===== src/rtl/bsdf_pkg.sv =====
// Shared types, codes and Q16.16 helpers for the bone spring-damper force block.
`default_nettype none
package bsdf_pkg;

	localparam int FRAC_W = 16;
	localparam int RAD_W  = 64;
	localparam int ROOT_W = 32;
	localparam int QUO_W  = 17;

	typedef logic signed [31:0] q_t;
	typedef logic [30:0]        uq_t;

	localparam logic [1:0] HINGE_NONE = 2'd0;
	localparam logic [1:0] HINGE_A    = 2'd1;
	localparam logic [1:0] HINGE_B    = 2'd2;

	localparam logic [1:0] CFG_MAX_FORCE     = 2'd0;
	localparam logic [1:0] CFG_SPRING_SCALE  = 2'd1;
	localparam logic [1:0] CFG_DAMPING_SCALE = 2'd2;

	localparam uq_t MAX_FORCE_RST     = 31'd32768;
	localparam uq_t SPRING_SCALE_RST  = 31'd65536;
	localparam uq_t DAMPING_SCALE_RST = 31'd65536;

	typedef struct packed {
		logic       bone_valid;
		q_t         delta_x;
		q_t         delta_y;
		q_t         vel_a_x;
		q_t         vel_a_y;
		q_t         vel_b_x;
		q_t         vel_b_y;
		uq_t        rest_length;
		uq_t        stiffness;
		logic [1:0] pivot_end;
		uq_t        rot_damping;
	} in_item_t;

	typedef struct packed {
		logic       applied;
		q_t         force_x;
		q_t         force_y;
		logic [1:0] rot_target;
		q_t         rot_force_x;
		q_t         rot_force_y;
	} out_item_t;

	typedef struct packed {
		logic       bone_valid;
		q_t         dx;
		q_t         dy;
		q_t         rvx;
		q_t         rvy;
		q_t         vx;
		q_t         vy;
		uq_t        rest;
		uq_t        stiff;
		logic [1:0] hinge;
		uq_t        rdamp;
	} bone_ctx_t;

	typedef struct packed {
		bone_ctx_t             ctx;
		logic [ROOT_W-1:0]     len;
	} div_ctx_t;

	typedef struct packed {
		logic       applied;
		q_t         fx;
		q_t         fy;
		q_t         cfx;
		q_t         cfy;
		logic [1:0] target;
		q_t         rfx;
		q_t         rfy;
	} force_ctx_t;

	function automatic q_t sat32(input logic signed [63:0] v);
		if (v > 64'sd2147483647) begin
			return 32'sh7fffffff;
		end else if (v < -64'sd2147483648) begin
			return 32'sh80000000;
		end
		return v[31:0];
	endfunction

	// floor(p / 2^16), saturated
	function automatic q_t qscale(input logic signed [63:0] p);
		logic signed [63:0] t;
		t = p >>> FRAC_W;
		return sat32(t);
	endfunction

	function automatic logic signed [63:0] mul32(input q_t a, input q_t b);
		return 64'(a) * 64'(b);
	endfunction

	function automatic q_t sat_add(input q_t a, input q_t b);
		return sat32(64'(a) + 64'(b));
	endfunction

	function automatic q_t sat_sub(input q_t a, input q_t b);
		return sat32(64'(a) - 64'(b));
	endfunction

	function automatic q_t to_q(input uq_t u);
		return $signed({1'b0, u});
	endfunction

endpackage
`default_nettype wire


===== src/rtl/bsdf_isqrt.sv =====
// Pipelined integer square root, one result bit per stage, with a side payload.
`default_nettype none
module bsdf_isqrt #(
	parameter int SIDE_W = 1
) (
	input  wire logic                       clk,
	input  wire logic                       arst_n,
	input  wire logic                       en,
	input  wire logic                       in_v,
	input  wire logic [bsdf_pkg::RAD_W-1:0] rad,
	input  wire logic [SIDE_W-1:0]          side_in,
	output logic                            out_v,
	output logic [bsdf_pkg::ROOT_W-1:0]     root,
	output logic [SIDE_W-1:0]               side_out
);
	import bsdf_pkg::*;

	localparam int STEPS = ROOT_W;

	logic [RAD_W-1:0]  x_s [0:STEPS];
	logic [RAD_W-1:0]  r_s [0:STEPS];
	logic              v_s [0:STEPS];
	logic [SIDE_W-1:0] d_s [0:STEPS];

	assign x_s[0] = rad;
	assign r_s[0] = '0;
	assign v_s[0] = in_v;
	assign d_s[0] = side_in;

	for (genvar k = 1; k <= STEPS; k++) begin : g_step
		localparam logic [RAD_W-1:0] BIT = RAD_W'(1) << (RAD_W - 2 * k);
		logic [RAD_W-1:0] trial;
		logic             take;

		assign trial = r_s[k-1] + BIT;
		assign take  = x_s[k-1] >= trial;

		always_ff @(posedge clk or negedge arst_n) begin
			if (!arst_n) begin
				v_s[k] <= 1'b0;
			end else if (en) begin
				v_s[k] <= v_s[k-1];
			end
		end

		always_ff @(posedge clk) begin
			if (en) begin
				x_s[k] <= take ? x_s[k-1] - trial : x_s[k-1];
				r_s[k] <= take ? (r_s[k-1] >> 1) + BIT : r_s[k-1] >> 1;
				d_s[k] <= d_s[k-1];
			end
		end
	end

	assign out_v    = v_s[STEPS];
	assign root     = r_s[STEPS][ROOT_W-1:0];
	assign side_out = d_s[STEPS];

endmodule
`default_nettype wire


===== config.mk =====
export PLATFORM = sky130hd
export DESIGN_NAME = bsdf_isqrt
export DESIGN_NICKNAME = d
export VERILOG_FILES = /design/src/rtl/bsdf_pkg.sv /design/src/rtl/bsdf_isqrt.sv
export SDC_FILE = /design/constraint.sdc
export NUM_CORES = 2
export LEC_CHECK = 0
export BUFFER_PORTS_ARGS = -buffer_cell sky130_fd_sc_hd__buf_2
export CELL_PAD_IN_SITES_DETAIL_PLACEMENT = 0
export CELL_PAD_IN_SITES_GLOBAL_PLACEMENT = 1
export CORE_AREA = 2 2 527 529
export DETAILED_ROUTE_END_ITERATION = 10
export DIE_AREA = 0 0 529 531
export PLACE_DENSITY_LB_ADDON = 0.1
export REMOVE_ABC_BUFFERS = 1
export SKIP_LAST_GASP = 1
export SLEW_MARGIN = 15
export SYNTH_ARGS = -nofsm -noshare
export SYNTH_HDL_FRONTEND = slang
export SYNTH_SLANG_ARGS = --single-unit
export TNS_END_PERCENT = 100

===== constraint.sdc =====
create_clock -name clk -period 4.75 [get_ports clk]
set_input_delay 0.475 -clock clk [delete_from_list [all_inputs] [get_ports clk]]
set_output_delay 0.475 -clock clk [all_outputs]
set_load 0.005 [all_outputs]

# Word level (Yosys, flattened, before mapping)
# Cells that the tools add are included.
totals:
  input_bits: 69
  wordCells: 345
  out_inout_bits: 34
  reg_bits: 4064
op_classes:
  mux: 63
  addsub: 93
  order_cmp: 32
ops:
  columns: ["operator", "n"]
  rows:
  - [">= comparator 64 bit", 31]
  - ["two-way mux 64 bit", 31]
  - ["two-way mux 63 bit", 31]
  - ["subtractor 64 bit", 30]
  - ["adder 63 x 11 -> 64 bit, second input constant", 1]
  - ["adder 63 x 13 -> 64 bit, second input constant", 1]
  - ["adder 63 x 15 -> 64 bit, second input constant", 1]
  - ["adder 63 x 17 -> 64 bit, second input constant", 1]
  - ["adder 63 x 19 -> 64 bit, second input constant", 1]
  - ["adder 63 x 21 -> 64 bit, second input constant", 1]
  - ["adder 63 x 23 -> 64 bit, second input constant", 1]
  - ["adder 63 x 25 -> 64 bit, second input constant", 1]
  - ["adder 63 x 27 -> 64 bit, second input constant", 1]
  - ["adder 63 x 29 -> 64 bit, second input constant", 1]
  - ["adder 63 x 3 -> 64 bit, second input constant", 1]
  - ["adder 63 x 31 -> 64 bit, second input constant", 1]
  - ["adder 63 x 33 -> 64 bit, second input constant", 1]
  - ["adder 63 x 35 -> 64 bit, second input constant", 1]
  - ["adder 63 x 37 -> 64 bit, second input constant", 1]
  - ["adder 63 x 39 -> 64 bit, second input constant", 1]
  - ["adder 63 x 41 -> 64 bit, second input constant", 1]
  - ["adder 63 x 43 -> 64 bit, second input constant", 1]
  - ["adder 63 x 45 -> 64 bit, second input constant", 1]
  - ["adder 63 x 47 -> 64 bit, second input constant", 1]
  - ["other kinds (45)", 45]

# Logic depth before layout (Yosys ltp)
logic_depth:
  depth_word: 3
  ltp_mapped: 15
  depth_no_buf: 12

# Least setup slack after synthesis
# Ideal clock, no wire load.
synth_timing:
  path_type: "reg2reg"
  startpoint: "register x_s[861] in the netlist's numbering"
  endpoint: "register x_s[830] in the netlist's numbering (data pin)"
  n_path_buf: 1
  arrival_time_ns: 3.308
  required_time_ns: 4.492
  period_less_slack_ns: 3.566
  stages_incl_launch_ff: 12
  setup_slack_ns: 1.184
  setup_ns: 0.258
  cell_sequence: "edfxtp_1 -> ha_1 -> a21o_1 -> or3_1 -> o221a_2 -> a221o_1 -> a221oi_2 -> o22ai_1 -> o31a_1 -> clkbuf_1 -> or3_1 -> xnor2_1"
synth_via:
  elab_chain_len: 2
  word_cells_on_any_way: 3
  classes_between: "1 x add/sub; 1 x order compare; 1 x mux"
synth_lines:
  columns: ["element", "line_no", "source"]
  rows:
  - ["start, declared", "bsdf_isqrt.sv:20", "logic [RAD_W-1:0] x_s [0:STEPS];"]
  - ["start signal, assigned by index", "bsdf_isqrt.sv:48", "x_s[k] <= take ? x_s[k-1] - trial : x_s[k-1];"]
  - ["subtractor 64 bit or >= comparator 64 bit (tied branches)", "bsdf_isqrt.sv:48, bsdf_isqrt.sv:36", null]
  - ["two-way mux 64 bit *", "bsdf_isqrt.sv:48", null]
# Mark *: on every way between the ends. The rest lies on a longest branch, timed or not.
# A chain may end at the register's enable or synchronous reset.

# Worst setup path in the final report
layout_timing:
  startpoint: "register x_s[285] in the netlist's numbering"
  endpoint: "register x_s[243] in the netlist's numbering (data pin)"
# Same word-level chain as after synthesis.

==> metrics.csv <==
stage,metric,value,unit
outcome,status,"finished, final reports clean",
clock_network,# clock sinks,2576,
clock_network,Root Driver,clkbuf_16,
critical_path,Setup crit start kind,register,
clock_network,CTS H-tree lvls,5,
routing,wire per inst,24.1,um
logic_synthesis,yosys warns,0,
routing,met2 wire len,160,mm
critical_path,Crit Path Class,reg -> reg,
logic_synthesis,largest cells by area after synthesis,"edfxtp_1, ha_1, xnor2_1",
grt,gr ovfl total,0,
critical_path,Crit. End Element,register,
clock_network,Clock Latency Late Sink,0.94,ns
floorplanning,die area,0.281,mm^2
hold_path,min-delay worst type,in -> reg,
flow_run,max-cap viol count,0,
logic_synthesis,Cells after Synth,9865,
pwr,power per cell area,493,mW/mm^2
finish,most frequent cells in the layout,"edfxtp_1, nor2_1, a21oi_1, inv_1, nand2_1",
timing,Final Cycle Share,91.3,%
timing,Slew @ Worst Pin,1.09,ns
pwr,Lkg Pwr,52.1,nW
finish,Fillers,24017,
timing,Rel. slew slack,27.1,%
logic_synthesis,Main synth FF type,edfxtp_1,
timing,PnR worst setup slack,0.411,ns
grt,largest net degree at the start of global routing,177,
floorplanning,Starting Density,44.9,%
timing,max-slew violations,0,
routing,DRT iter0 DRCs,7071,
routing,Max Used Layer,met5,
floorplanning,I/O pins,103,
grt,initial antenna violation count,27,
routing,"wirelength, routed",340,mm
finish,layout cell share with drive strength beyond 1,8.52,%
pwr,total power,68.8,mW
clock_network,Num CTS Buffers,295,
floorplanning,Die Span Y,531,um
timing,clock skew,0.0744,ns
critical_path,WP data required,5.38,ns
critical_path,Slowest cell on crit path,nor4b_2,
timing,Setup Viol. Count Final,0,
routing,Metal-1 WL,155,mm
critical_path,CP Cell Sequence,"ha_1, and2_1, nand3_1, nor4_1, a21boi_0, o21ai_0, a211o_1, nor4b_2, and4bb_2, xor2_1",
timing,Final min period,4.34,ns
logic_synthesis,Post-synth EDFFs,2544,
routing,First-pass DRT Iterations,6,
critical_path,worst-path maximum fanout,8,
critical_path,Arrival @ worst endpoint,4.97,ns
finish,Layout Nets,10896,
logic_synthesis,Yosys reg bits,2576,
logic_synthesis,syn_area_per_cell,12.5,um^2
placed_design,detailed placement HPWL,257,mm
timing,RSZ-0062 raised after global routing,no,
grt,first-pass GRT wire length,502,mm
clock_network,Setup Buffers After CTS,0,
logic_synthesis,ys async rst share,1.24,%
routing,met3 routed WL,18.1,mm
clock_network,CTS tree,yes,
critical_path,Worst R2R Setup Slack,0.41,ns
routing,vias,79579,
timing,WHS,0.101,ns
floorplanning,chip width,529,um
timing,Final Hold Fails,0,
logic_synthesis,top-area cell type share of the netlist area,61.8,%
timing,Fmax,230,MHz
placed_design,pre-CTS WS,0.243,ns
clock_network,clock-pin slew on the worst setup and hold paths,0.06,ns
timing,Post-Route Setup TNS,0,ns
routing,post-route antenna net violation count,0,
clock_network,clock buffer depth,4,
logic_synthesis,post-synthesis sequential area ratio,62.5,%
finish,P&R area growth vs syn,12.9,%
finish,"commonest non-fill, non-tap cell in the layout",edfxtp_1,
placed_design,number of port buffers,102,
critical_path,Crit path largest cell delay,0.73,ns
routing,DRC Markers,0,
finish,Util after Layout,50.7,%
routing,vias per std cell,5.64,
floorplanning,Cell Rows,193,
pwr,VDD IR max,0.293,mV
floorplanning,CORE AREA,0.275,mm^2
placed_design,GPL Wtd Cong,0.891,
grt,number of global-route vias before repair,77459,
logic_synthesis,"area leader, netlist",edfxtp_1,
logic_synthesis,synthesized cell area,0.124,mm^2
logic_synthesis,"Distinct cells, synth",96,
grt,GRT Util Overall,23.8,%
==> cells by family after synthesis <==
family	synth area share (%)
AND/OR/NAND/NOR	12.3
flip-flops	62.5
AO/OA/AOI/OAI	9.33
buffers and inverters	2.80
XOR/XNOR	6.30
adder cells (fa/ha/maj)	5.65
multiplexers	1.12
==> final timing paths <==
path                            startpoint        to  depth (start not counted)
worst max-delay path              x_s[285]  x_s[243]                         10
worst min-delay path                    en   d_s[31]                          1
worst max register to register    x_s[285]  x_s[243]                         10
worst min register to register     d_s[18]   d_s[17]                          0
max in group asynchronous           arst_n   v_s[17]                          2
min in group asynchronous           arst_n     out_v                          2
==> sequential cells by signal (all words and copies together), names as in the netlist <==
| register | cells |
|---|---|
| x_s | 1984 |
| r_s | 496 |
| root | 32 |
| d_s | 31 |
| v_s | 31 |
| out_v | 1 |
| side_out | 1 |
==> metrics by stage <==
stage          area [um^2]  std cells
6_report            139000      14113
5_1_grt             139000      14111
4_1_cts             139000      14110
3_5_place_dp        129000      13512
3_3_place_gp        129000      13512
2_1_floorplan       123000       9660
==> repair_timing <==
action / CTS / global route
hold buffers: 67 / 0
endpoints found under the hold margin: 98 / 0
gates resized for setup: 0 / 2
setup endpoints to repair: 0 / 2
==> synthesized netlist by cell type (all sizes together), types with 66 or more instances <==
| master | number |
|---|---|
| clkbuf | 178 |
| or4 | 82 |
| inv | 712 |
| o21ai | 383 |
| nand4 | 175 |
| edfxtp | 2544 |
| o21a | 92 |
| or3 | 94 |
| nand2 | 562 |
| ha | 558 |
| xnor2 | 482 |
| nor2b | 88 |
| a21o | 203 |
| nand3 | 162 |
| nor4 | 341 |
| nor3 | 269 |
| a21oi | 721 |
| mux2 | 114 |
| nor2 | 737 |
| xor2 | 406 |
| o21bai | 66 |
| nand2b | 96 |
==> critical path: cells and delay by family (launching register included) <==
kind	cells	cell delay [ns]
AOI/OAI and AO/OA	3	1.15
xor gates and xnor gates	1	0.07
adders and majority gates	1	0.44
DFF	1	0.43
and+or+nand+nor	5	1.98
==> report_power, final <==
part           switching (mW)  internal, mW
Combinational            8.74          5.94
Clock                    9.46          13.1
Sequential               2.67          28.9
==> final cells by class <==
cell class                 count  area [um^2]  area share (%)
timing repair buffer         312         2520            1.81
sequential                  2576        77200            55.3
clock inverter               185         1880            1.35
clock buffer                 346         7680            5.51
tap                         3607         4510            3.24
inverter                     713         2680            1.92
multi-input combinational   6371        43000            30.8
antenna                        3         7.51         0.00538
==> per-layer routing <==
layer	vias to the layer above	track usage, %
met1	39363	33.9
li1	37776	-
met4	2	5.27
met5	-	0
met2	2080	38.8
met3	358	3.15
Note: power is estimated with default switching activity, not from simulation.
